**src/rtl/gbn_pkg.sv**
```systemverilog
// shared types and constants of the go-back-n sender window
// no dependencies; compiled before every other file
package gbn_pkg;

    localparam int WINDOW_SIZE = 3;
    localparam int SEQ_SPACE   = 4;
    localparam int SEQ_W       = $clog2(SEQ_SPACE);
    localparam int PAY_W       = 32;
    localparam int OP_W        = 2;
    localparam int TMR_W       = 2;

    // largest number of packets in flight
    localparam int WIN_LIMIT = (WINDOW_SIZE < SEQ_SPACE - 1) ? WINDOW_SIZE : SEQ_SPACE - 1;
    localparam logic [SEQ_W-1:0] WIN_LIMIT_V = SEQ_W'(WIN_LIMIT);

    typedef enum logic [OP_W-1:0] {
        OP_SEND    = 2'd0,
        OP_ACK     = 2'd1,
        OP_TIMEOUT = 2'd2
    } op_t;

    typedef enum logic [TMR_W-1:0] {
        TMR_NONE    = 2'd0,
        TMR_START   = 2'd1,
        TMR_STOP    = 2'd2,
        TMR_RESTART = 2'd3
    } tmr_cmd_t;

    typedef enum logic {
        ST_IDLE   = 1'b0,
        ST_RESEND = 1'b1
    } ctrl_state_t;

    // controller to datapath
    typedef struct packed {
        logic take;         // load the result of an accepted item
        logic emit_resend;  // load the next retransmission
    } gbn_cmd_t;

    // datapath to controller
    typedef struct packed {
        logic out_free;     // output register empty or draining this cycle
        logic start_resend; // offered item is a timeout with more than one packet out
        logic resend_last;  // retransmission at hand is the last (newest) one of the burst
    } gbn_stat_t;

endpackage

```
**src/rtl/gbn_if.sv**
```systemverilog
// valid/ready channel interfaces for items and results
// depends on gbn_pkg for field widths
interface gbn_item_if import gbn_pkg::*; ();
    logic             valid;
    logic             ready;
    logic [OP_W-1:0]  op;
    logic [PAY_W-1:0] payload_word;
    logic [SEQ_W-1:0] ack_number;
    logic             ack_valid;

    modport source (output valid, op, payload_word, ack_number, ack_valid, input ready);
    modport sink   (input valid, op, payload_word, ack_number, ack_valid, output ready);
endinterface

interface gbn_result_if import gbn_pkg::*; ();
    logic              valid;
    logic              ready;
    logic              accepted;
    logic              has_packet;
    logic [SEQ_W-1:0]  packet_seq;
    logic [PAY_W-1:0]  packet_payload;
    logic [TMR_W-1:0]  timer_cmd;
    logic [SEQ_W-1:0]  window_base;
    logic              last;

    modport source (output valid, accepted, has_packet, packet_seq, packet_payload,
                    timer_cmd, window_base, last, input ready);
    modport sink   (input valid, accepted, has_packet, packet_seq, packet_payload,
                    timer_cmd, window_base, last, output ready);
endinterface

```
**src/rtl/go_back_n_sender_window_core.sv**
```systemverilog
// go-back-n arq sender window core over gbn_ctrl and gbn_dp, using gbn_pkg and gbn_if
// a result is valid in the output register in the cycle after its item transfer
// each send, ack or unused op gives one result; a timeout with n > 0 packets out gives n
//   retransmissions, oldest first, with input ready low until the last one is loaded;
//   a receiver hold-off stalls items and retransmissions alike
// reset (rst_n low, async): sequences, resend state and output valid cleared, store kept
module go_back_n_sender_window_core import gbn_pkg::*;
(
    input  logic        clk,
    input  logic        rst_n,
    gbn_item_if.sink    item,
    gbn_result_if.source result
);

    // command and status between sequencer and datapath
    gbn_cmd_t  cmd;
    gbn_stat_t stat;

    // controller: idle takes items, resend state walks the outstanding packets
    gbn_ctrl u_ctrl (
        .clk      (clk),
        .rst_n    (rst_n),
        .in_valid (item.valid),
        .in_ready (item.ready),
        .stat     (stat),
        .cmd      (cmd)
    );

    // datapath: window registers, payload store and the output result register,
    // which lets the next transfer in while the waiting result is taken downstream
    gbn_dp u_dp (
        .clk            (clk),
        .rst_n          (rst_n),
        .cmd            (cmd),
        .stat           (stat),
        .op             (item.op),
        .payload_word   (item.payload_word),
        .ack_number     (item.ack_number),
        .ack_valid      (item.ack_valid),
        .out_ready      (result.ready),
        .out_valid      (result.valid),
        .accepted       (result.accepted),
        .has_packet     (result.has_packet),
        .packet_seq     (result.packet_seq),
        .packet_payload (result.packet_payload),
        .timer_cmd      (result.timer_cmd),
        .window_base    (result.window_base),
        .last           (result.last)
    );

endmodule

```
**src/rtl/gbn_ctrl.sv**
```systemverilog
// controller state machine: idle or walking a retransmission burst
// depends on gbn_pkg
module gbn_ctrl import gbn_pkg::*;
(
    input  logic      clk,
    input  logic      rst_n,
    input  logic      in_valid,
    output logic      in_ready,
    input  gbn_stat_t stat,
    output gbn_cmd_t  cmd
);

    ctrl_state_t state_reg;
    ctrl_state_t state_next;

    always_ff @(posedge clk or negedge rst_n)
    begin
        if (!rst_n)
        begin
            state_reg <= ST_IDLE;
        end
        else
        begin
            state_reg <= state_next;
        end
    end

    always_comb
    begin
        state_next = state_reg;
        case (state_reg)
            ST_IDLE:
            begin
                if (in_valid && stat.out_free && stat.start_resend)
                begin
                    state_next = ST_RESEND;
                end
            end
            ST_RESEND:
            begin
                if (stat.out_free && stat.resend_last)
                begin
                    state_next = ST_IDLE;
                end
            end
            default:
            begin
                state_next = ST_IDLE;
            end
        endcase
    end

    always_comb
    begin
        in_ready         = 1'b0;
        cmd.take         = 1'b0;
        cmd.emit_resend  = 1'b0;
        case (state_reg)
            ST_IDLE:
            begin
                in_ready = stat.out_free;
                cmd.take = in_valid && stat.out_free;
            end
            ST_RESEND:
            begin
                cmd.emit_resend = stat.out_free;
            end
            default:
            begin
                in_ready = 1'b0;
            end
        endcase
    end

endmodule

```
**src/rtl/gbn_dp.sv**
```systemverilog
// datapath: sequence registers, payload store, resend index, result register
// depends on gbn_pkg
module gbn_dp import gbn_pkg::*;
(
    input  logic              clk,
    input  logic              rst_n,
    input  gbn_cmd_t          cmd,
    output gbn_stat_t         stat,
    input  logic [OP_W-1:0]   op,
    input  logic [PAY_W-1:0]  payload_word,
    input  logic [SEQ_W-1:0]  ack_number,
    input  logic              ack_valid,
    input  logic              out_ready,
    output logic              out_valid,
    output logic              accepted,
    output logic              has_packet,
    output logic [SEQ_W-1:0]  packet_seq,
    output logic [PAY_W-1:0]  packet_payload,
    output logic [TMR_W-1:0]  timer_cmd,
    output logic [SEQ_W-1:0]  window_base,
    output logic              last
);

    logic [SEQ_W-1:0] base_reg, base_next;
    logic [SEQ_W-1:0] nseq_reg, nseq_next;
    logic [SEQ_W-1:0] idx_reg, idx_next;
    logic             vld_reg, vld_next;
    logic [PAY_W-1:0] store_reg [SEQ_SPACE];

    logic             acc_reg, acc_next;
    logic             hp_reg, hp_next;
    logic [SEQ_W-1:0] seq_reg, seq_next;
    logic [PAY_W-1:0] pay_reg, pay_next;
    tmr_cmd_t         tmr_reg, tmr_next;
    logic             last_reg, last_next;

    logic [SEQ_W-1:0] cnt;
    logic [SEQ_W-1:0] ack_base;
    logic [SEQ_W-1:0] ack_dist;
    logic [SEQ_W-1:0] rd_seq;
    logic [SEQ_W-1:0] idx_inc;
    logic             load;
    logic             store_we;

    assign cnt      = nseq_reg - base_reg;
    assign ack_base = ack_number + SEQ_W'(1);
    assign ack_dist = ack_base - base_reg;
    assign idx_inc  = idx_reg + SEQ_W'(1);
    assign rd_seq   = cmd.take ? base_reg : base_reg + idx_reg;
    assign load     = cmd.take || cmd.emit_resend;

    assign stat.out_free     = !vld_reg || out_ready;
    assign stat.start_resend = (op == OP_TIMEOUT) && (cnt > SEQ_W'(1));
    assign stat.resend_last  = (idx_inc == cnt);

    assign store_we = cmd.take && (op == OP_SEND) && (cnt < WIN_LIMIT_V);

    always_comb
    begin
        base_next = base_reg;
        nseq_next = nseq_reg;
        idx_next  = idx_reg;
        acc_next  = acc_reg;
        hp_next   = hp_reg;
        seq_next  = seq_reg;
        pay_next  = pay_reg;
        tmr_next  = tmr_reg;
        last_next = last_reg;
        vld_next  = vld_reg && !out_ready;
        if (load)
        begin
            vld_next = 1'b1;
        end

        if (cmd.take)
        begin
            acc_next  = 1'b0;
            hp_next   = 1'b0;
            seq_next  = '0;
            pay_next  = '0;
            tmr_next  = TMR_NONE;
            last_next = 1'b1;
            idx_next  = SEQ_W'(1);
            case (op)
                OP_SEND:
                begin
                    if (cnt < WIN_LIMIT_V)
                    begin
                        acc_next  = 1'b1;
                        hp_next   = 1'b1;
                        seq_next  = nseq_reg;
                        pay_next  = payload_word;
                        tmr_next  = (cnt == '0) ? TMR_START : TMR_NONE;
                        nseq_next = nseq_reg + SEQ_W'(1);
                    end
                end
                OP_ACK:
                begin
                    if (ack_valid && (ack_dist <= cnt))
                    begin
                        base_next = ack_base;
                        tmr_next  = (ack_base == nseq_reg) ? TMR_STOP : TMR_RESTART;
                    end
                end
                OP_TIMEOUT:
                begin
                    tmr_next = TMR_RESTART;
                    if (cnt != '0)
                    begin
                        hp_next   = 1'b1;
                        seq_next  = rd_seq;
                        pay_next  = store_reg[rd_seq];
                        last_next = (cnt == SEQ_W'(1));
                    end
                end
                default:
                begin
                    last_next = 1'b1;
                end
            endcase
        end
        else if (cmd.emit_resend)
        begin
            acc_next  = 1'b0;
            hp_next   = 1'b1;
            seq_next  = rd_seq;
            pay_next  = store_reg[rd_seq];
            tmr_next  = TMR_NONE;
            last_next = (idx_inc == cnt);
            idx_next  = idx_inc;
        end
    end

    always_ff @(posedge clk or negedge rst_n)
    begin
        if (!rst_n)
        begin
            base_reg <= '0;
            nseq_reg <= '0;
            idx_reg  <= '0;
            vld_reg  <= 1'b0;
        end
        else
        begin
            base_reg <= base_next;
            nseq_reg <= nseq_next;
            idx_reg  <= idx_next;
            vld_reg  <= vld_next;
        end
    end

    // payload and result fields carry no reset
    always_ff @(posedge clk)
    begin
        acc_reg  <= acc_next;
        hp_reg   <= hp_next;
        seq_reg  <= seq_next;
        pay_reg  <= pay_next;
        tmr_reg  <= tmr_next;
        last_reg <= last_next;
        if (store_we)
        begin
            store_reg[nseq_reg] <= payload_word;
        end
    end

    // base of the result register: base after the item that produced it
    logic [SEQ_W-1:0] wb_reg, wb_next;

    always_comb
    begin
        wb_next = wb_reg;
        if (load)
        begin
            wb_next = base_next;
        end
    end

    always_ff @(posedge clk)
    begin
        wb_reg <= wb_next;
    end

    assign out_valid      = vld_reg;
    assign accepted       = acc_reg;
    assign has_packet     = hp_reg;
    assign packet_seq     = seq_reg;
    assign packet_payload = pay_reg;
    assign timer_cmd      = tmr_reg;
    assign window_base    = wb_reg;
    assign last           = last_reg;

endmodule

```
**src/flat_wrapper.sv**
```systemverilog
// flat-port wrapper written by rule: the top's interface ports become plain ports
module go_back_n_sender_window_core_flat import gbn_pkg::*;
  (clk, rst_n, item_valid, item_op, item_payload_word, item_ack_number, item_ack_valid, item_ready, result_valid, result_accepted, result_has_packet, result_packet_seq, result_packet_payload, result_timer_cmd, result_window_base, result_last, result_ready);
  gbn_item_if item_i ();
  gbn_result_if result_i ();
  input  logic clk;
  input  logic rst_n;
  input wire logic [$bits(item_i.valid)-1:0] item_valid;
  input wire logic [$bits(item_i.op)-1:0] item_op;
  input wire logic [$bits(item_i.payload_word)-1:0] item_payload_word;
  input wire logic [$bits(item_i.ack_number)-1:0] item_ack_number;
  input wire logic [$bits(item_i.ack_valid)-1:0] item_ack_valid;
  output wire logic [$bits(item_i.ready)-1:0] item_ready;
  output wire logic [$bits(result_i.valid)-1:0] result_valid;
  output wire logic [$bits(result_i.accepted)-1:0] result_accepted;
  output wire logic [$bits(result_i.has_packet)-1:0] result_has_packet;
  output wire logic [$bits(result_i.packet_seq)-1:0] result_packet_seq;
  output wire logic [$bits(result_i.packet_payload)-1:0] result_packet_payload;
  output wire logic [$bits(result_i.timer_cmd)-1:0] result_timer_cmd;
  output wire logic [$bits(result_i.window_base)-1:0] result_window_base;
  output wire logic [$bits(result_i.last)-1:0] result_last;
  input wire logic [$bits(result_i.ready)-1:0] result_ready;
  assign item_i.valid = item_valid;
  assign item_i.op = item_op;
  assign item_i.payload_word = item_payload_word;
  assign item_i.ack_number = item_ack_number;
  assign item_i.ack_valid = item_ack_valid;
  assign item_ready = item_i.ready;
  assign result_valid = result_i.valid;
  assign result_accepted = result_i.accepted;
  assign result_has_packet = result_i.has_packet;
  assign result_packet_seq = result_i.packet_seq;
  assign result_packet_payload = result_i.packet_payload;
  assign result_timer_cmd = result_i.timer_cmd;
  assign result_window_base = result_i.window_base;
  assign result_last = result_i.last;
  assign result_i.ready = result_ready;
  go_back_n_sender_window_core u_core (.clk(clk), .rst_n(rst_n), .item(item_i), .result(result_i));
endmodule
```
**config.mk**
```make
export PLATFORM = sky130hd
export DESIGN_NAME = go_back_n_sender_window_core_flat
export DESIGN_NICKNAME = d
export VERILOG_FILES = /design/src/rtl/gbn_pkg.sv /design/src/rtl/gbn_if.sv /design/src/rtl/go_back_n_sender_window_core.sv /design/src/rtl/gbn_ctrl.sv /design/src/rtl/gbn_dp.sv /design/src/flat_wrapper.sv
export SDC_FILE = /design/constraint.sdc
export NUM_CORES = 1
export LEC_CHECK = 0
export ABC_AREA = 0
export BUFFER_PORTS_ARGS = -buffer_cell sky130_fd_sc_hd__buf_4
export CORE_MARGIN = 3
export CORE_UTILIZATION = 40
export CTS_CLUSTER_SIZE = 16
export DETAILED_ROUTE_END_ITERATION = 7
export MAX_ROUTING_LAYER = met4
export PLACE_DENSITY_LB_ADDON = 0.1
export SLEW_MARGIN = 20
export SYNTH_ARGS = -nofsm -noshare
export SYNTH_HDL_FRONTEND = slang
export SYNTH_SLANG_ARGS = --single-unit
```
**constraint.sdc**
```tcl
create_clock -name clk -period 4.6 [get_ports clk]
set_input_delay 0.92 -clock clk [delete_from_list [all_inputs] [get_ports clk]]
set_output_delay 0.92 -clock clk [all_outputs]
set_load 0.01 [all_outputs]
```
Yosys cells after proc, flatten, opt, wreduce, memory -nomap -nowiden
Memories as Yosys holds them, arrays and structs flattened.
Index checks and enable logic that the tools add are counted.
- reduce and logical (&&, ||, !) cells: 17
- multiplexer cells: 44
- magnitude comparators: 3
- bitwise gates (word level): 1
- add/sub/neg operators: 6
- equal/unequal tests: 5
- operators with widths (kind ; number):
    $mux W32 ; 4
    $pmux W32 S2 ; 1
    $mux W2 ; 13
    $mux W1 ; 22
    $logic_and A1 B1 Y1 ; 8
    $add A2 B1 Y2 const B ; 3
    $pmux W2 S3 ; 1
    $eq A2 B1 Y1 const B ; 2
    $eq A2 B2 Y1 ; 2
    $logic_not A2 Y1 ; 2
    $pmux W1 S2 ; 2
    $pmux W2 S2 ; 1
    $reduce_bool A2 Y1 ; 2
    $sub A2 B2 Y2 ; 2
    $reduce_and A3 Y1 ; 1
    $add A2 B2 Y2 ; 1
    $eq A2 B2 Y1 const B ; 1
    $gt A2 B1 Y1 const B ; 1
    $le A2 B2 Y1 ; 1
    $logic_not A1 Y1 ; 2
    $logic_or A1 B1 Y1 ; 2
    $lt A2 B2 Y1 const B ; 1
    $not A1 Y1 ; 1
- bits in writable memories: 128
- output and inout port bits: 43
- memories: 1
- bits in registers: 49
- logic and storage cells: 89
- memory list (name ; words ; bits a word ; read ports ; clocked after Yosys merged registers in ; wr ports ; line ; source):
    u_core.u_dp.store_reg ; 4 ; 32 ; 1 ; 0 ; 1 ; gbn_dp.sv:28 ; logic [PAY_W-1:0] store_reg [SEQ_SPACE];

Depth between registers and ports, before layout
An unclocked memory read counts as a cell.
- word-level depth: 9
- depth in mapped cells: 10
- depth with buffers taken out: 10

Hierarchy
From an unflattened synthesis, not the netlist that was laid out.
- cell total of the unflattened synthesis: 410
- area total of the unflattened synthesis: 7257.0 um^2
- modules (own cells, without submodules) (module ; times used ; area each (um^2) ; sequential area each (um^2) ; cells an instance):
    gbn_dp ; 1 ; 7188.1 ; 5250.0 ; 404
    gbn_ctrl ; 1 ; 68.8 ; 25.0 ; 6

Least setup slack after synthesis
No wires, ideal clock.
- path type: in2reg
- start: input port result_ready
- end: register u_core.u_dp.acc_reg, in the netlist u_core.u_dp.accepted, enable pin
- path buffers: 0
- required time: 4.158 ns
- slack: 1.386 ns
- setup time: 0.442 ns
- arrival time: 2.772 ns
- stages: 2
- path through: nor2b_1 > nor2_1
- longest elaborated chain between the ends: 4
- elaborated cells on any way between the ends: 5
- classes of those cells: 2 x mux; 3 x reduce/logical
- RTL lines (what ; line ; source):
    start: declaration ; flat_wrapper.sv:22 ; input wire logic [$bits(result_i.ready)-1:0] result_ready;
    $logic_or A1 B1 Y1 * ; gbn_dp.sv:52 ; assign stat.out_free = !vld_reg || out_ready;
    $logic_and A1 B1 Y1 ; gbn_ctrl.sv:62 ; cmd.take = in_valid && stat.out_free;
    $mux W1 ; gbn_ctrl.sv:58 ; case (state_reg)
    $reduce_bool A2 Y1 (no line) * ; n/a ;
    end signal: assignment ; gbn_dp.sv:155 ; acc_reg <= acc_next;
    end: declaration ; gbn_dp.sv:30 ; logic acc_reg, acc_next;
Every way passes the cells marked *; elsewhere a longest branch is shown, timed or not.
A chain may end at the register's enable or synchronous reset.

Worst setup path after layout
- start: register u_core.u_dp.nseq_reg[0]
- end: memory u_core.u_dp.store_reg[0][3], enable pin
- longest elaborated chain between the ends: 5
- RTL lines (what ; line ; source):
    start: declaration ; gbn_dp.sv:25 ; logic [SEQ_W-1:0] nseq_reg, nseq_next;
    start signal: assignment ; gbn_dp.sv:146 ; nseq_reg <= nseq_next;
    $sub A2 B2 Y2 ; gbn_dp.sv:45 ; assign cnt = nseq_reg - base_reg;
    $lt A2 B2 Y1 ; gbn_dp.sv:56 ; assign store_we = cmd.take && (op == OP_SEND) && (cnt < WIN_LIMIT_V);
    $logic_and A1 B1 Y1 ; gbn_dp.sv:56 ;
    $mux W1 ; gbn_dp.sv:161 ; if (store_we)
    $mux W1 (implied by the code) ; gbn_dp.sv:163 ; store_reg[nseq_reg] <= payload_word;
    end: declaration ; gbn_dp.sv:28 ;
Several ways; a longest one is shown, not always the timed one.

==> out/metrics.csv <==
stage,metric,value,unit
final_layout,number of fill cells in the layout,1406,
place,post-place setup slack,1.067,ns
cts,maximum level of the CTS H-tree,4,
run,number of max-capacitance violations reported,0,
synthesis,Netlist cell types,38,
run_status,result of the run,"finished, final reports clean",
final_layout,"most common cell after layout, fill and taps aside",sky130_fd_sc_hd__edfxtp_1,
worst_setup_path,worst reg-to-reg path cell count,7,
final_layout,Storage cell area,0.005275,mm^2
synthesis,fraction of synthesized area in multiplexers,10.64,%
power,internal power contribution,4.017,mW
power,share of power burned in registers,38.8,%
cts,clock-pin slew on the worst setup and hold paths,0.07,ns
power,Worst VDD drop,379.0,uV
cts,maximum buffer depth of the clock tree,2,
worst_setup_path,Reg2Reg Launch Point,u_core.u_dp.nseq_reg[0],
route,met3 wire len,554,um
route,vias per cell,5.100,
final_layout,"Non-Filler Cell Area, Final",0.008528,mm^2
synthesis,total of warnings raised by yosys,0,
sta,final hold violations,0,
worst_hold_path,classification of the worst-slack hold path,in2async,
synthesis,Post-Syn Instances,347,
route,Antenna Nets Post-Route,0,
die,Die Wd,138.8,um
final_layout,"top library cells by usage in the layout, fill and taps aside","sky130_fd_sc_hd__edfxtp_1, sky130_fd_sc_hd__buf_4, sky130_fd_sc_hd__mux4_2, sky130_fd_sc_hd__a22o_1, sky130_fd_sc_hd__clkbuf_16",
power,overall power,5.769,mW
final_layout,antenna diode instance count,0,
sta,crit share post-route,72.09,%
sta,setup violators final,0,
power,cell area power density,676.5,mW/mm^2
place,sum of net half-perimeters after detailed placement,8559,um
grt,maximum number of pins on one net before global-route repair,33,
cts,setup bufs post-CTS,0,
route,total iterations of the first detailed-routing run,4,
die,IO Count,84,
route,per-cell routed wire length,19.96,um
synthesis,post-synth design cell area,0.007054,mm^2
sta,max-slew violation count,0,
power,combinational fraction of design power,36.3,%
sta,post-layout worst setup margin,1.284,ns
synthesis,dominant cells by area after synthesis,"sky130_fd_sc_hd__edfxtp_1, sky130_fd_sc_hd__mux4_2, sky130_fd_sc_hd__dfrtp_1",
cts,# hold bufs at CTS,0,
final_layout,multi-input logic area,0.001657,mm^2
worst_setup_path,maximum net fanout on the critical path,32,
sta,maximum clock rate,0.3016,GHz
synthesis,average instance area after synthesis,20.33,um^2
synthesis,async set-reset flop share out of synthesis,4.520,%
die,initial core utilization,41.65,%
route,total via count after detailed routing,3463,
die,Die Y-Extent,138.8,um
final_layout,layout net count,496,
place,cell area reported after detailed placement,0.007939,mm^2
worst_setup_path,crit start category,flip-flop,
synthesis,flip-flop and latch count after synthesis,177,
route,total met2 wirelength after detailed routing,6720,um
synthesis,share of the synthesized netlist area taken by xor and xnor gates,1.720,%
grt,aggregate global routing overflow,0,
power,switching portion of total power,30.37,%
route,drt total wl,13550,um
place,number of input and output port buffers inserted,83,
sta,Worst Tran Pin Value,0.9187,ns
final_layout,layout cell share with drive strength beyond 1,39.22,%
route,drc violations,0,
route,DRT iter0 DRCs,234,
place,final weighted congestion in routability-driven placement,0.7752,
route,DRT met1 WL,6149,um
cts,clock tree from TritonCTS,done,
synthesis,"EDFF count, synth",169,
sta,setup TNS,0,ns
synthesis,area share of fa/ha/maj cells after synthesis,1.596,%
worst_setup_path,CP required,4.65,ns
worst_setup_path,element type at the critical path end,flip-flop,
synthesis,most area-hungry cell type in the Yosys netlist,sky130_fd_sc_hd__edfxtp_1,
die,floorplan core area,0.01694,mm^2
final_layout,Area Growth Syn to Fin,20.89,%
die,number of rows in the core area,47,
power,Net Sw Power,1.752,mW
grt,overall fraction of global-route tracks in use,15.10,%
synthesis,top-area cell type share of the netlist area,71.94,%
synthesis,Mapped Nets,397,
sta,unrepaired setup endpoints after global routing,no,
synthesis,dominant combinational cell family by area after synthesis,multiplexers,
synthesis,area fraction in compound gates after synthesis,6.031,%
synthesis,post-synthesis simple-gate area fraction,3.210,%
worst_setup_path,data arrival at the endpoint of the critical path,3.37,ns
synthesis,ys flop type,sky130_fd_sc_hd__edfxtp_1,
sta,setup clock skew after layout,0.007165,ns
cts,Post-CTS Resized,0,
grt,antenna violations before repair,0,
cts,latest clock arrival within the worst-skew pair,0.43,ns
worst_setup_path,"setup slack, reg-to-reg",1.28,ns
cts,sinks on the clock net,177,
power,LEAKAGE,3.059,nW
cts,clock buffers created by TritonCTS,17,
grt,number of global-route vias before repair,3687,
cts,Root Buffer,sky130_fd_sc_hd__clkbuf_16,
route,uppermost signal routing layer after detailed routing,met4,
sta,max-slew headroom at the worst pin,38.60,%
final_layout,number of flip-flops in the largest register,128,
die,Die Outline Area,0.01927,mm^2
worst_setup_path,Crit Path Class,reg2reg,
synthesis,post-synthesis sequential area ratio,74.78,%
grt,global-route wire length before repair,21380,um
sta,minimum clock period after layout,3.316,ns
worst_setup_path,Crit Reg-Reg Endpoint,u_core.u_dp.store_reg[0][3],
power,share of power burned in the clock network,24.9,%
metrics by stage:
stage               instances  hold slack (ns)  utilization (%)
floorplan                 347           0.5284                -
finish                    679           0.3055            50.35
CTS                       679           0.2956            50.35
detailed placement        647           0.5913            46.88
global placement          647           0.5686            46.88
global route              679           0.2987            50.35
cells in the mapped netlist (3+ instances only):
library cell,n
sky130_fd_sc_hd__buf_2,9
sky130_fd_sc_hd__a21oi_1,5
sky130_fd_sc_hd__inv_1,5
sky130_fd_sc_hd__mux2i_1,3
sky130_fd_sc_hd__o21ai_0,9
sky130_fd_sc_hd__buf_12,3
sky130_fd_sc_hd__dfrtp_1,8
sky130_fd_sc_hd__a22o_1,20
sky130_fd_sc_hd__ha_1,9
sky130_fd_sc_hd__nor2_1,11
sky130_fd_sc_hd__mux4_1,3
sky130_fd_sc_hd__and2_1,6
sky130_fd_sc_hd__edfxtp_1,169
sky130_fd_sc_hd__mux4_2,28
sky130_fd_sc_hd__xnor2_1,5
sky130_fd_sc_hd__nand2_1,16
sky130_fd_sc_hd__a22o_2,12
power groups by stage:
| stage | clock network [mW] | registers, mW | logic [mW] |
|---|---|---|---|
| finish | 1.44 | 2.24 | 2.10 |
| global route | 1.52 | 2.26 | 2.31 |
| CTS | 1.46 | 2.24 | 2.15 |
| detailed placement | 0 | 2.27 | 2.14 |
| global placement | 0 | 2.27 | 2.11 |
| floorplan | 0 | 2.31 | 1.58 |
area by class of cell:
cell class | count | share of cell area, %
multi-input cells | 150 | 19.42
repair buffers | 95 | 8.363
flip-flops and latches | 177 | 61.85
inverters | 5 | 0.2201
well taps | 220 | 3.228
clock buffers | 17 | 4.988
clock inverters | 15 | 1.922
per-layer routing:
layer	vias up	GRT usage, %
li1	1618	-
met1	1760	20.04
met2	75	22.94
met3	10	4.103
met4	0	4.789
met5	-	-
worst max-delay path, cell delays in order, from the launching register on:
cell,delay (ns)
sky130_fd_sc_hd__dfrtp_1,0.43
sky130_fd_sc_hd__inv_1,0.13
sky130_fd_sc_hd__ha_1,0.21
sky130_fd_sc_hd__xor2_1,0.16
sky130_fd_sc_hd__xnor2_2,0.31
sky130_fd_sc_hd__nor2_1,0.14
sky130_fd_sc_hd__nor4_4,0.65
sky130_fd_sc_hd__and2_2,0.89
worst max-delay path by stage:
stage / start / to / slack, ns
after floorplan: result_ready / u_core.u_dp.accepted / 1.39
after global routing: u_core.u_dp.nseq_reg[0] / u_core.u_dp.store_reg[3][16] / 0.97
after CTS: u_core.u_dp.nseq_reg[0] / u_core.u_dp.store_reg[0][3] / 1.21
final: u_core.u_dp.nseq_reg[0] / u_core.u_dp.store_reg[0][3] / 1.28
after detailed placement: result_ready / u_core.u_dp.packet_payload[11] / 1.07
after global placement: item_valid / u_core.u_dp.packet_payload[14] / 1.17
cell families after synthesis:
| logic type | Yosys count |
|---|---|
| buffers and inverters | 20 |
| adder cells (fa/ha/maj) | 9 |
| XOR/XNOR | 10 |
| AO/OA/AOI/OAI | 52 |
| multiplexers | 35 |
| flip-flops | 177 |
| AND/OR/NAND/NOR | 44 |
Note: power is estimated with default switching activity, not from simulation.
